--- config.mk ---
export PLATFORM = sky130hd
export DESIGN_NAME = magic_length_record_deframer
export DESIGN_NICKNAME = d
export VERILOG_FILES = /design/src/sv/mlrd_pkg.sv /design/src/sv/mlrd_core.sv /design/src/sv/mlrd_out_fifo.sv /design/src/sv/magic_length_record_deframer.sv
export SDC_FILE = /design/constraint.sdc
export NUM_CORES = 1
export LEC_CHECK = 0
export ABC_AREA = 1
export BUFFER_PORTS_ARGS = -buffer_cell sky130_fd_sc_hd__buf_2
export CORE_ASPECT_RATIO = 0.7
export CORE_MARGIN = 3
export CORE_UTILIZATION = 43
export CTS_CLUSTER_DIAMETER = 40
export CTS_CLUSTER_SIZE = 12
export DETAILED_ROUTE_END_ITERATION = 6
export PLACE_DENSITY_LB_ADDON = 0.2
export SLEW_MARGIN = 40
export SYNTH_ARGS = -nofsm -noshare
export SYNTH_HDL_FRONTEND = slang
export SYNTH_SLANG_ARGS = --single-unit
--- constraint.sdc ---
create_clock -name clk -period 3.63 [get_ports clk]
set_input_delay 0.5445 -clock clk [delete_from_list [all_inputs] [get_ports clk]]
set_output_delay 0.5445 -clock clk [all_outputs]
set_load 0.01 [all_outputs]
--- src/sv/mlrd_pkg.sv ---
// ----------------------------------------------------------------------------
// mlrd_pkg
// Shared types and constants of the magic-word length-prefixed record deframer.
// ----------------------------------------------------------------------------
package mlrd_pkg;

	localparam int unsigned LEN_W = 26;
	localparam int unsigned MAGIC_W = 32;
	localparam int unsigned BYTE_W = 8;
	localparam int unsigned ADDR_W = 3;

	localparam logic [31:0] MIN_RECORD_LENGTH = 32'd80;
	localparam logic [MAGIC_W-1:0] MAGIC_RESET = 32'hF9BEB4D9;
	localparam logic [LEN_W-1:0] MAX_LEN_RESET = 26'd4000000;

	// register index, taken from paddr bit 2
	localparam logic REG_MAGIC_WORD = 1'b0;
	localparam logic REG_MAX_LENGTH = 1'b1;

	typedef struct packed {
		logic [BYTE_W-1:0] payload_byte;
		logic first_of_record;
		logic last_of_record;
		logic [LEN_W-1:0] record_length;
	} result_t;

endpackage

--- src/sv/mlrd_core.sv ---
// ----------------------------------------------------------------------------
// mlrd_core
// Header search window, length check and payload counting, one beat a cycle while beat_accept is high.
// ----------------------------------------------------------------------------
module mlrd_core (
	input  logic clk,
	input  logic arst_n,
	input  logic beat_accept,
	input  logic [mlrd_pkg::BYTE_W-1:0] data_byte,
	input  logic file_start,
	input  logic [mlrd_pkg::MAGIC_W-1:0] magic_word,
	input  logic [mlrd_pkg::LEN_W-1:0] max_record_length,
	output logic res_push,
	output mlrd_pkg::result_t result
);

	logic [63:0] window_q;
	logic [3:0] fill_q;
	logic in_payload_q;
	logic [mlrd_pkg::LEN_W-1:0] bytes_left_q;
	logic [mlrd_pkg::LEN_W-1:0] cur_len_q;

	logic [63:0] window_d;
	logic [3:0] fill_d;
	logic in_payload_d;
	logic [mlrd_pkg::LEN_W-1:0] bytes_left_d;
	logic [mlrd_pkg::LEN_W-1:0] cur_len_d;

	logic eff_payload;
	logic [mlrd_pkg::LEN_W-1:0] eff_left;
	logic [mlrd_pkg::LEN_W-1:0] eff_len;
	logic [63:0] shifted;
	logic [3:0] fill_inc;
	logic [31:0] hdr_len;
	logic hit;
	logic is_first;
	logic is_last;

	always_comb begin
		// a new file abandons whatever was going on
		eff_payload = in_payload_q & ~file_start;
		eff_left = file_start ? '0 : bytes_left_q;
		eff_len = file_start ? '0 : cur_len_q;

		shifted = file_start ? {56'd0, data_byte} : {window_q[55:0], data_byte};
		if (file_start) begin
			fill_inc = 4'd1;
		end else if (fill_q < 4'd8) begin
			fill_inc = fill_q + 4'd1;
		end else begin
			fill_inc = fill_q;
		end

		// length is little endian in the newest four bytes
		hdr_len = {shifted[7:0], shifted[15:8], shifted[23:16], shifted[31:24]};
		hit = (fill_inc >= 4'd8) && (shifted[63:32] == magic_word)
			&& (hdr_len >= mlrd_pkg::MIN_RECORD_LENGTH)
			&& (hdr_len <= {6'd0, max_record_length});

		is_first = (eff_left == eff_len);
		is_last = (eff_left <= 26'd1);

		window_d = window_q;
		fill_d = fill_q;
		in_payload_d = eff_payload;
		bytes_left_d = eff_left;
		cur_len_d = eff_len;
		if (file_start) begin
			window_d = '0;
			fill_d = '0;
		end

		if (eff_payload) begin
			if (is_last) begin
				in_payload_d = 1'b0;
				bytes_left_d = '0;
				window_d = '0;
				fill_d = '0;
			end else begin
				bytes_left_d = eff_left - 26'd1;
			end
		end else if (hit) begin
			in_payload_d = 1'b1;
			cur_len_d = hdr_len[mlrd_pkg::LEN_W-1:0];
			bytes_left_d = hdr_len[mlrd_pkg::LEN_W-1:0];
			window_d = '0;
			fill_d = '0;
		end else begin
			window_d = shifted;
			fill_d = fill_inc;
		end

		res_push = beat_accept & eff_payload;
		result.payload_byte = data_byte;
		result.first_of_record = is_first;
		result.last_of_record = is_last;
		result.record_length = eff_len;
	end

	always_ff @(posedge clk or negedge arst_n) begin
		if (!arst_n) begin
			window_q <= '0;
			fill_q <= '0;
			in_payload_q <= 1'b0;
			bytes_left_q <= '0;
			cur_len_q <= '0;
		end else if (beat_accept) begin
			window_q <= window_d;
			fill_q <= fill_d;
			in_payload_q <= in_payload_d;
			bytes_left_q <= bytes_left_d;
			cur_len_q <= cur_len_d;
		end
	end

`ifndef ASSERT_OFF
	a_fill_range: assert property (@(posedge clk) disable iff (!arst_n)
		fill_q <= 4'd8)
		else $error("window fill out of range");
	a_left_nonzero: assert property (@(posedge clk) disable iff (!arst_n)
		in_payload_q |-> (bytes_left_q != '0) && (bytes_left_q <= cur_len_q))
		else $error("payload counter out of range");
	a_left_idle: assert property (@(posedge clk) disable iff (!arst_n)
		!in_payload_q |-> (bytes_left_q == '0))
		else $error("payload counter not cleared while searching");
	a_window_clear: assert property (@(posedge clk) disable iff (!arst_n)
		in_payload_q |-> (fill_q == '0) && (window_q == '0))
		else $error("window not cleared during payload");
`endif

endmodule

--- src/sv/mlrd_out_fifo.sv ---
// ----------------------------------------------------------------------------
// mlrd_out_fifo
// Two-entry result buffer between the core and the output channel.
// ----------------------------------------------------------------------------
module mlrd_out_fifo (
	input  logic clk,
	input  logic arst_n,
	input  logic push,
	input  mlrd_pkg::result_t push_data,
	output logic full,
	output logic out_valid,
	input  logic out_ready,
	output mlrd_pkg::result_t out_data
);

	mlrd_pkg::result_t mem_q [2];
	logic wr_ptr_q;
	logic rd_ptr_q;
	logic [1:0] count_q;
	logic pop;

	assign full = (count_q == 2'd2);
	assign out_valid = (count_q != 2'd0);
	assign pop = out_valid & out_ready;
	assign out_data = mem_q[rd_ptr_q];

	always_ff @(posedge clk) begin
		if (push) begin
			mem_q[wr_ptr_q] <= push_data;
		end
	end

	always_ff @(posedge clk or negedge arst_n) begin
		if (!arst_n) begin
			wr_ptr_q <= 1'b0;
			rd_ptr_q <= 1'b0;
			count_q <= 2'd0;
		end else begin
			if (push) begin
				wr_ptr_q <= ~wr_ptr_q;
			end
			if (pop) begin
				rd_ptr_q <= ~rd_ptr_q;
			end
			case ({push, pop})
				2'b10: count_q <= count_q + 2'd1;
				2'b01: count_q <= count_q - 2'd1;
				default: count_q <= count_q;
			endcase
		end
	end

`ifndef ASSERT_OFF
	a_no_overflow: assert property (@(posedge clk) disable iff (!arst_n)
		!(push && full))
		else $error("push into full result buffer");
	a_count_range: assert property (@(posedge clk) disable iff (!arst_n)
		count_q <= 2'd2)
		else $error("result buffer count out of range");
	a_ptr_match: assert property (@(posedge clk) disable iff (!arst_n)
		((count_q == 2'd0) || (count_q == 2'd2)) |-> (wr_ptr_q == rd_ptr_q))
		else $error("result buffer pointers disagree with count");
`endif

endmodule

--- src/sv/magic_length_record_deframer.sv ---
// ----------------------------------------------------------------------------
// magic_length_record_deframer
// Output path: a payload beat is registered in the two-entry result buffer and offered from there.
// Throughput: one input beat per cycle, set by the window compare
// and payload counter; input stalls only while two payload beats wait in the buffer.
// Header bytes give no output beat.
// Reset: arst_n clears search state, counters and buffer; registers take defaults.
// ----------------------------------------------------------------------------
module magic_length_record_deframer (
	input  logic clk,
	input  logic arst_n,
	input  logic psel,
	input  logic penable,
	input  logic pwrite,
	input  logic [mlrd_pkg::ADDR_W-1:0] paddr,
	input  logic [31:0] pwdata,
	output logic [31:0] prdata,
	output logic pready,
	input  logic in_valid,
	output logic in_ready,
	input  logic [7:0] data_byte,
	input  logic file_start,
	output logic out_valid,
	input  logic out_ready,
	output logic [7:0] payload_byte,
	output logic first_of_record,
	output logic last_of_record,
	output logic [25:0] record_length
);

	logic [mlrd_pkg::MAGIC_W-1:0] magic_q;
	logic [mlrd_pkg::LEN_W-1:0] max_len_q;
	logic cfg_wr;
	logic beat_accept;
	logic res_push;
	logic fifo_full;
	mlrd_pkg::result_t core_res;
	mlrd_pkg::result_t out_res;

	assign pready = 1'b1;
	assign cfg_wr = psel & penable & pwrite;

	always_ff @(posedge clk or negedge arst_n) begin
		if (!arst_n) begin
			magic_q <= mlrd_pkg::MAGIC_RESET;
			max_len_q <= mlrd_pkg::MAX_LEN_RESET;
		end else if (cfg_wr) begin
			case (paddr[2])
				mlrd_pkg::REG_MAGIC_WORD: magic_q <= pwdata;
				mlrd_pkg::REG_MAX_LENGTH: max_len_q <= pwdata[mlrd_pkg::LEN_W-1:0];
				default: ;
			endcase
		end
	end

	always_comb begin
		case (paddr[2])
			mlrd_pkg::REG_MAGIC_WORD: prdata = magic_q;
			mlrd_pkg::REG_MAX_LENGTH: prdata = {6'd0, max_len_q};
			default: prdata = '0;
		endcase
	end

	assign in_ready = ~fifo_full;
	assign beat_accept = in_valid & in_ready;

	mlrd_core u_core (
		.clk(clk),
		.arst_n(arst_n),
		.beat_accept(beat_accept),
		.data_byte(data_byte),
		.file_start(file_start),
		.magic_word(magic_q),
		.max_record_length(max_len_q),
		.res_push(res_push),
		.result(core_res)
	);

	mlrd_out_fifo u_out_fifo (
		.clk(clk),
		.arst_n(arst_n),
		.push(res_push),
		.push_data(core_res),
		.full(fifo_full),
		.out_valid(out_valid),
		.out_ready(out_ready),
		.out_data(out_res)
	);

	assign payload_byte = out_res.payload_byte;
	assign first_of_record = out_res.first_of_record;
	assign last_of_record = out_res.last_of_record;
	assign record_length = out_res.record_length;

`ifndef ASSERT_OFF
	a_len_floor: assert property (@(posedge clk) disable iff (!arst_n)
		out_valid |-> ({6'd0, record_length} >= mlrd_pkg::MIN_RECORD_LENGTH))
		else $error("output beat with record length below minimum");
	a_ready_full: assert property (@(posedge clk) disable iff (!arst_n)
		in_ready |-> !fifo_full)
		else $error("input ready while result buffer full");
`endif

endmodule
==> summary.md, run 1 <==
The run finished with clean final reports. In this run the cell area measured after placement is 14910 sq um. Met2 wire length: 16.89 mm. The largest net degree at the start of global routing was 81. Of the cells placed in the final design, the portion with a size suffix greater than 1 is 13.71%. For the area of all sequential standard cells, the log shows 6576 sq um. Summed over all nets, the switching power comes to 4506 uW. Detailed routing inserted a total of 12610 vias.

The run gives 5904 sq um as the area taken by multi-input logic gates. The critical path goes through buf_2, buf_12, nor2_1, ha_1, nand2_1, nor2_1, nand4_1, nor2_1, nand2_1, nand2_1, nand2_1, nand2_2, nand3_2, inv_2, nand2_1, o21ai_1. The routed design uses 3.379 mm of met3 wire. The die width was 219.5 um; the number of nets still failing antenna checks after routing was 0. The maximum clock frequency was 315.9 MHz. Setup repair after global routing left no endpoint under its margin. In this run the standard cell core region covers 31280 sq um. Across the run, the number of max-cap violations was 0. The initial utilization of the core area, before any placement, comes to 43.84%. Summed over all cells, the static leakage comes to 0.008334 uW. The run gives 0 as the count of cells resized by post-cts repair. The die is 155.4 um tall.

The routed length on met1 was 19.98 mm; the post-cts hold buffer count was 0. Summed over all nets, the half-perimeter wirelength after detailed placement is 29.41 mm. Summed over all layers, the routed wires come to 41.02 mm. After synthesis, flip-flops and latches occupy 47.95% of the total area. In this run the tightest slew margin relative to its limit is 47.45%. For the number of buffers inserted during clock tree synthesis, the log shows 37.

The internal power of the cells totals 7367 uW. Per report_power, the combinational group accounts for 34.4% of the total. The period utilization was 87.21%; the worst path required time was 4070 ps.

For the antenna diode count, the log shows 0. CTS placed an instance of sky130_fd_sc_hd__clkbuf_16 at the clock tree root. Together, buffers and inverters on the worst path number 3. Signal routing reaches up to met4.

No sink is reached through more buffers than the 3 on the longest clock path. The number of global-route vias before repair was 11760; the number of core rows was 54. Grouping stages by cell kind, the critical path spends the most delay in simple AND/OR/NAND/NOR gates. The H-tree was split into 2 levels.

For this design the top-level I/O count stands at 122. The share of total power dissipated in the clock network is 32.5%. The filler cells instantiated in the layout total 3006. The number of nets handed over by synthesis was 1947. The post-route clock skew was 23.73 ps.

At the pin with the least slew margin, the transition time is 787.4 ps. The design draws 11870 uW. The number of setup buffers added after CTS is 0, and the setup TNS after final layout is 0 ps. Sequential cells burn 33.1% of the power.

Last weighted congestion value of the routability-driven placer: 0.9326. The number of flip-flops and latches in the synthesized netlist was 247. In this design, the stage delay of the slowest critical-path cell is 530 ps. For this run the aggregate overflow at the end of global routing stands at 0. Setup violations remaining at the end of the flow were counted as 0. During synthesis, Yosys emitted a total of 0 warnings. The synthesized instance count was 1866; the mapped cell area was 13710 sq um. IR analysis of the VDD net gives a maximum drop of 304.2 uV. After routing the design area is 16250 sq um. TritonCTS built the clock tree. The worst path in the final design needs a cycle of 3166 ps, including I/O delays and setup. Net switching is 37.95% of the power. The most numerous cell type found on the critical path is sky130_fd_sc_hd__nand2_1. In this run the power density over the cells is 730.7 nW/um^2. From synthesis to final layout, the design area changed by 18.47%. After clock tree synthesis, the clock-pin slew on the worst setup and hold paths is 60 ps. Count of buffers from port buffering: 118. In this run, placement finished with an instance count of 2372. In the final routed layout, each cell accounts on average for 16.81 um. The clock reaches the later pin of the worst-skew pair after 530 ps. Iteration count of the initial detailed-routing pass: 5. The first global-routing pass estimated 65.49 mm of wire. The combined global-route utilization of all metal layers was 24.31%.

The slowest stage of the critical path is the sky130_fd_sc_hd__inv_2 cell. The run gives 0 as the count of endpoints failing hold in the final timing report. The kind of end point of the critical path is a flop. Data arrives at the worst endpoint at 3610 ps. The tree built by TritonCTS fans out to 247 sinks. For the count of non-filler cells in the finished layout, the log shows 2440. Averaged over all synthesized cells, the footprint is 7.350 sq um. The die covers 34110 sq um. In this run the worst path has a maximum fanout of 30.

The number of DRC violations after detailed routing came out at 0. Initial detailed-routing violation count: 1405. The logs give 0 for the initial antenna violation count and 41 for the count of cell types in the netlist. Critical setup path kind: in -> reg. Using the TritonRoute via totals, the vias-per-cell ratio works out to 5.167.

Number of nets at the end of the flow: 2072. The min-delay analysis places its worst path in the category in -> async. Max-slew violation total from the final report: 0. The tools report the kind of launch point of the worst setup path as an input pin.
-- cell families after synthesis --
group	Yosys count	share of synthesized area [%]
AOI/OAI and AO/OA	221	8.631
xor gates and xnor gates	21	1.341
adders and majority gates	30	2.737
and+or+nand+nor	1023	30.15
other	1	0.02734
DFF	247	47.95
buffers and inverters	323	9.160
-- final timing paths --
check / startpoint / end / slack [ps] / depth (start not counted)
worst min-delay path: arst_n / max_len_q[2] / 50 / 1
worst min register to register: u_core.cur_len_q[7] / u_core.cur_len_q[7] / 480 / 2
worst max-delay path: file_start / u_core.window_q[20] / 460 / 16
min in group clk: data_byte[6] / u_out_fifo.mem_q[0][34] / 230 / 1
worst max register to register: u_core.window_q[7] / u_core.window_q[20] / 510 / 15
max in group asynchronous: arst_n / u_core.window_q[9] / 2610 / 2
-- placed cells by master, fill, tap and decap left out, types with 3 or more instances in the layout --
| cell type | instances |
|---|---|
| sky130_fd_sc_hd__nand2_1 | 660 |
| sky130_fd_sc_hd__inv_1 | 235 |
| sky130_fd_sc_hd__nor2_1 | 193 |
| sky130_fd_sc_hd__dfrtp_1 | 147 |
| sky130_fd_sc_hd__o21ai_0 | 127 |
| sky130_fd_sc_hd__buf_2 | 117 |
| sky130_fd_sc_hd__nand3_1 | 106 |
| sky130_fd_sc_hd__edfxtp_1 | 72 |
| sky130_fd_sc_hd__buf_4 | 45 |
| sky130_fd_sc_hd__clkbuf_16 | 39 |
| sky130_fd_sc_hd__a21oi_1 | 37 |
| sky130_fd_sc_hd__nand4_1 | 36 |
| sky130_fd_sc_hd__ha_1 | 30 |
| sky130_fd_sc_hd__dfstp_2 | 28 |
| sky130_fd_sc_hd__o22ai_1 | 25 |
| sky130_fd_sc_hd__xor2_1 | 18 |
| sky130_fd_sc_hd__o21ai_1 | 18 |
| sky130_fd_sc_hd__inv_6 | 9 |
| sky130_fd_sc_hd__nor3_1 | 8 |
| sky130_fd_sc_hd__inv_2 | 6 |
| sky130_fd_sc_hd__a221oi_1 | 6 |
| sky130_fd_sc_hd__bufinv_16 | 6 |
| sky130_fd_sc_hd__clkinv_1 | 4 |
| sky130_fd_sc_hd__or2_2 | 4 |
| sky130_fd_sc_hd__clkinv_2 | 4 |
| sky130_fd_sc_hd__xnor2_1 | 3 |
| sky130_fd_sc_hd__clkbuf_8 | 3 |
| sky130_fd_sc_hd__buf_12 | 3 |
-- state kept, by name, indices dropped and copies added, names as in the netlist, 2 cells and up --
name,count
magic_q,32
u_core.cur_len_q,26
u_out_fifo.count_q,2
max_len_q,26
u_out_fifo.mem_q,72
u_core.window_q,56
u_core.bytes_left_q,26
u_core.fill_q,4
-- stage by stage --
stage	hold slack [ps]	worst slack, ps	util [%]
after floorplan	248.9	339.9	-
after global placement	463.3	81.60	47.66
after detailed placement	465.5	88.14	47.67
after CTS	101.3	632.0	51.93
after global routing	102.7	301.3	51.94
final	50.82	464.4	51.94
-- cells in the mapped netlist --
| master | number | share of area [%] |
|---|---|---|
| sky130_fd_sc_hd__nand2_2 | 1 | 0.046 |
| sky130_fd_sc_hd__xor2_1 | 18 | 1.1 |
| sky130_fd_sc_hd__o21ai_1 | 18 | 0.66 |
| sky130_fd_sc_hd__clkbuf_1 | 54 | 1.5 |
| sky130_fd_sc_hd__a21o_1 | 2 | 0.11 |
| sky130_fd_sc_hd__nor3_4 | 1 | 0.12 |
| sky130_fd_sc_hd__dfrtp_1 | 147 | 27 |
| sky130_fd_sc_hd__a221oi_1 | 6 | 0.38 |
| sky130_fd_sc_hd__or2_1 | 1 | 0.046 |
| sky130_fd_sc_hd__buf_1 | 6 | 0.16 |
| sky130_fd_sc_hd__o21ai_0 | 127 | 4.6 |
| sky130_fd_sc_hd__nor2_2 | 2 | 0.091 |
| sky130_fd_sc_hd__or2_2 | 4 | 0.18 |
| sky130_fd_sc_hd__a21oi_1 | 37 | 1.4 |
| sky130_fd_sc_hd__nor3_1 | 8 | 0.29 |
| sky130_fd_sc_hd__inv_1 | 235 | 6.4 |
| sky130_fd_sc_hd__nand3_2 | 2 | 0.15 |
| sky130_fd_sc_hd__buf_4 | 5 | 0.27 |
| sky130_fd_sc_hd__buf_6 | 1 | 0.082 |
| sky130_fd_sc_hd__o22ai_1 | 25 | 1.1 |
| sky130_fd_sc_hd__and2_1 | 1 | 0.046 |
| sky130_fd_sc_hd__nand3_1 | 106 | 3.9 |
| sky130_fd_sc_hd__nor4_1 | 1 | 0.046 |
| sky130_fd_sc_hd__inv_2 | 6 | 0.16 |
| sky130_fd_sc_hd__o2111ai_1 | 2 | 0.13 |
| sky130_fd_sc_hd__xnor2_1 | 3 | 0.19 |
| sky130_fd_sc_hd__clkinv_1 | 2 | 0.055 |
| sky130_fd_sc_hd__nand3b_1 | 2 | 0.11 |
| sky130_fd_sc_hd__o21bai_1 | 1 | 0.055 |
| sky130_fd_sc_hd__ha_1 | 30 | 2.7 |
| sky130_fd_sc_hd__dfstp_2 | 28 | 5.4 |
| sky130_fd_sc_hd__and3_1 | 2 | 0.091 |
| sky130_fd_sc_hd__nor2_1 | 195 | 5.3 |
| sky130_fd_sc_hd__a22oi_1 | 1 | 0.055 |
| sky130_fd_sc_hd__conb_1 | 1 | 0.027 |
| sky130_fd_sc_hd__edfxtp_1 | 72 | 16 |
| sky130_fd_sc_hd__buf_2 | 14 | 0.51 |
| sky130_fd_sc_hd__a22o_1 | 1 | 0.064 |
| sky130_fd_sc_hd__nand4_1 | 36 | 1.6 |
| sky130_fd_sc_hd__nand2_1 | 661 | 18 |
| sky130_fd_sc_hd__o21a_1 | 1 | 0.055 |
-- power by group through the flow --
stage | combinational (uW) | clock (uW) | sequential [uW]
floorplan | 2750 | 0 | 3860
global placement | 3950 | 0 | 3950
detailed placement | 4030 | 0 | 3970
CTS | 4070 | 3920 | 3920
global route | 4640 | 4040 | 4000
finish | 4080 | 3860 | 3930
-- worst register-to-register path: stages (launching register included) --
cell	delay, ps
sky130_fd_sc_hd__dfrtp_1	340
sky130_fd_sc_hd__inv_1	50
sky130_fd_sc_hd__nor2_1	250
sky130_fd_sc_hd__ha_1	200
sky130_fd_sc_hd__nand2_1	70
sky130_fd_sc_hd__nor2_1	210
sky130_fd_sc_hd__nand4_1	110
sky130_fd_sc_hd__nor2_1	310
sky130_fd_sc_hd__nand2_1	120
sky130_fd_sc_hd__nand2_1	70
sky130_fd_sc_hd__nand2_1	130
sky130_fd_sc_hd__nand2_2	110
sky130_fd_sc_hd__nand3_2	210
sky130_fd_sc_hd__inv_2	530
sky130_fd_sc_hd__nand2_1	190
sky130_fd_sc_hd__o21ai_1	130
-- layout make-up --
type | instances | area share [%]
clock buffer | 43 | 6.222
tap | 420 | 3.234
multi-input combinational | 1296 | 36.34
timing repair buffer | 166 | 6.137
clock inverter | 25 | 1.979
sequential | 247 | 40.47
inverter | 243 | 5.614
-- per-layer routing --
metal	vias to the layer above	track usage (%)
li1	6186	-
met1	5910	38.28
met2	450	34.25
met3	61	4.647
met4	0	5.674
met5	-	0
Note: power is estimated with default switching activity, not from simulation.
==> run 2: changes to the inputs <==
--- a/config.mk
+++ b/config.mk
@@ -8,8 +8,8 @@
 export ABC_AREA = 1
 export BUFFER_PORTS_ARGS = -buffer_cell sky130_fd_sc_hd__buf_2
 export CORE_ASPECT_RATIO = 0.7
-export CORE_MARGIN = 3
-export CORE_UTILIZATION = 43
+export CORE_MARGIN = 5
+export CORE_UTILIZATION = 45
 export CTS_CLUSTER_DIAMETER = 40
 export CTS_CLUSTER_SIZE = 12
 export DETAILED_ROUTE_END_ITERATION = 6
==> run 2 against run 1 <==
Compared with the run above: final area shrank 0.50%; sequential power is essentially flat; power shrank 1.1%; sequential cell count is the same; via count shrank 0.35%; maximum frequency grew 5.3%; clock-buffer cell count grew 2; clock skew grew 1.4 ps; wire length is essentially flat; combinational power is essentially flat; worst hold slack lost 26 ps; critical endpoint is now u_core.cur_len_q[17].
==> summary.md, run 2 (synthesis gave the netlist of run 1 again) <==
The tools report the number of placed I/O pins as 122. Walking the worst path, the cells encountered are buf_2, inv_2, buf_4, nand2_1, inv_1, ha_1, nand2_1, nand2_1, nand3_1, a21oi_1, nor2_1, nand2_1, nand2_1, nand2_1, nand2_1, nand2_1, nor2_1, nand2_1, nand2_1, nand2_1, nand2_1. Launch instance of the worst register-to-register path: max_len_q[19]. For this run, the top clock speed supported by timing is 332.6 MHz. Antenna diode count: 0.

Setup repair after global routing left no endpoint under its margin. Wires add up to 41.00 mm. The max-slew violation total from the final report was 0. The delay contributed by the slowest stage of the critical path came out at 430 ps. The maximum net fanout on the critical path is 21. Initial antenna violation count: 0. The count of endpoints failing hold in the final timing report was 0; the layout cell share with drive strength beyond 1 was 13.59%.

Leaving out fill and tap cells, the most frequent cells in the layout are sky130_fd_sc_hd__nand2_1 (660), sky130_fd_sc_hd__inv_1 (235), sky130_fd_sc_hd__nor2_1 (193), sky130_fd_sc_hd__dfrtp_1 (147), sky130_fd_sc_hd__o21ai_0 (127). Power spread over the standard cell area amounts to 726.1 nW/um^2. The clock edge transition at the registers on the reported setup and hold paths is 50 ps, and the routed length per placed instance is 16.89 um. The count of non-filler cells in the finished layout was 2428. Summing internal, switching and leakage power gives 11740 uW. The worst-case reg-to-reg path depth came out at 14.

The number of core rows is 53, and the number of placed instances, taps included is 2359. Buffers inserted to repair hold after CTS numbered 0. For this run, the total global-route usage over all layers was measured as 23.96%.

The tools report the number of DRC violations after detailed routing as 0. The core box area was 30040 sq um; the count of cells resized by post-cts repair was 0. The routed layout has 12560 vias.

Of the available clock period, the critical path in the final layout requires 82.82%. The number of logic stages on the critical path including buffering is 21. The worst hold path belongs to the class in -> async. For the final database, setup skew stands at 25.09 ps. The number of flip-flops under the largest register name was 72. The aggregate global routing overflow was 0; the clock tree buffer depth was 3. In this run the remaining antenna-violating nets after routing total 0. Largest delay contributor family on the critical path: simple AND/OR/NAND/NOR gates.

Setup slack closes at 623.8 ps. The number of sinks handled by clock tree synthesis was 247. The tightest hold path in the finished design has a slack of 25.04 ps. For the number of buffers inserted during clock tree synthesis, the log shows 38. Once the floorplan was initialized, standard cells occupied 45.65% of the core. The leakage power total came out at 0.008284 uW. The last weighted congestion value of the routability-driven placer is 0.9703. IR analysis of the VDD net gives a maximum drop of 451.4 uV. After legalization and detailed placement, the total HPWL measured 29.33 mm.

The tool flagged a number of max-cap violations equal to 0. The most common cell after layout, fill and taps aside was sky130_fd_sc_hd__nand2_1. For the worst path required time, the log shows 4090 ps.

The data arrival at the endpoint of the critical path is 3460 ps. The tools report the number of setup buffers added after CTS as 0. For the number of global-route vias before repair, the log shows 11730. The run gives 1187 as the initial detailed-routing violation count.

The root buffer cell chosen for the clock tree is sky130_fd_sc_hd__clkbuf_16. From bottom edge to top edge, the die measures 156.1 um. From synthesis to final layout, the design area changed by 17.88%. The final number of setup-violating endpoints was 0; the number of nets at the end of the flow was 2068.

Share of total power consumed by net switching: 38.36%. The internal power of the cells totals 7235 uW. Of the total power, combinational logic draws 34.6%.

Critical setup path kind: in -> reg. The die covers 34120 sq um. The worst pin sits at a relative slew slack of 47.59%. In the final layout, the registers with the most flip-flops are u_out_fifo.mem_q (72), u_core.window_q (56), magic_q (32).

Among the stages of the critical path, the cell type that occurs most often is sky130_fd_sc_hd__nand2_1. Buffers placed on the I/O ports in this run total 118. The routed design could run at a clock period as short as 3006 ps.

The later pin in the worst-skew pair is clocked with a latency of 530 ps. The die width works out to 218.7 um. The H-tree was split into 2 levels. Ranked by flip-flop count, first place goes to u_out_fifo.mem_q.

For this run, the detailed router's first-pass iteration total came to 5. TritonCTS built the clock tree. The endpoint identified for the worst register-to-register timing path is u_core.cur_len_q[17].

The largest net degree at the start of global routing was 65; the critical path buffer and inverter count was 4. STA classifies the critical path endpoint as a flop. STA classifies the critical path startpoint as an input pin. For this design the total switching power over the nets is 4503 uW. The setup check on the worst reg-to-reg path leaves a slack of 680 ps. The first global-routing pass estimated 65.14 mm of wire. The via density per instance was 5.174.

The setup TNS after final layout came out at 0 ps. The slowest stage of the critical path is the sky130_fd_sc_hd__nor2_1 cell. The flow ran to the end, and the final reports show no timing, DRC or antenna violations. Registers are responsible for 33.6% of the overall power. For the pin with the worst max-slew slack, the measured transition is 785.2 ps. The tools report the setup slack at placement as 126.7 ps. Of the total power, the clock network draws 31.8%.
[run 2: cell count changes in the layout (fill, tap and decap cells not counted), moves of 2 or more]
cell	before	now
sky130_fd_sc_hd__bufinv_16	6	4
sky130_fd_sc_hd__buf_4	45	40
sky130_fd_sc_hd__inv_6	9	5
sky130_fd_sc_hd__clkinv_4	1	4
sky130_fd_sc_hd__clkinvlp_4	2	5
sky130_fd_sc_hd__clkinv_1	4	2
[run 2: layer usage]
metal | part of all wire, % | wire (um) | track usage, % | vias up
li1 | - | - | - | 6165
met5 | 0 | 0 | 0 | -
met1 | 48 | 19760 | 37.44 | 5899
met3 | 9.3 | 3797 | 5.218 | 56
met4 | 2.0 | 830 | 6.127 | 0
met2 | 41 | 16610 | 33.67 | 443
[run 2: power by group through the flow]
stage	Clock, uW	Sequential (uW)	Combinational (uW)
floorplan	0	3860	2750
global placement	0	3960	3940
detailed placement	0	3980	4010
CTS	3800	3940	4040
global route	3930	4010	4590
finish	3740	3940	4060
[run 2: cell type report]
class                           instances  area, sq um
Tap cell                              412        515.5
Fill cell                            2890        13870
Sequential cell                       247         6576
Inverter                              243        912.1
Timing Repair Buffer                  161        957.2
Clock buffer                           45         1028
Multi-Input combinational cell       1296         5904
Clock inverter                         24        272.8
[run 2: stage by stage]
stage,cell area [sq um],utilization (%)
2_1_floorplan,13710,-
3_3_place_gp,14860,49.47
3_5_place_dp,14870,49.49
4_1_cts,16170,53.82
5_1_grt,16170,53.82
6_report,16170,53.82
[run 2: worst max path at each step]
stage | from | endpoint | slack [ps]
after floorplan | file_start | u_out_fifo.mem_q[0][0] | 340
after global placement | file_start | u_core.cur_len_q[17] | 190
after detailed placement | file_start | u_core.cur_len_q[17] | 130
after CTS | file_start | u_core.cur_len_q[17] | 680
after global routing | file_start | u_core.cur_len_q[17] | 410
final | file_start | u_core.cur_len_q[17] | 620
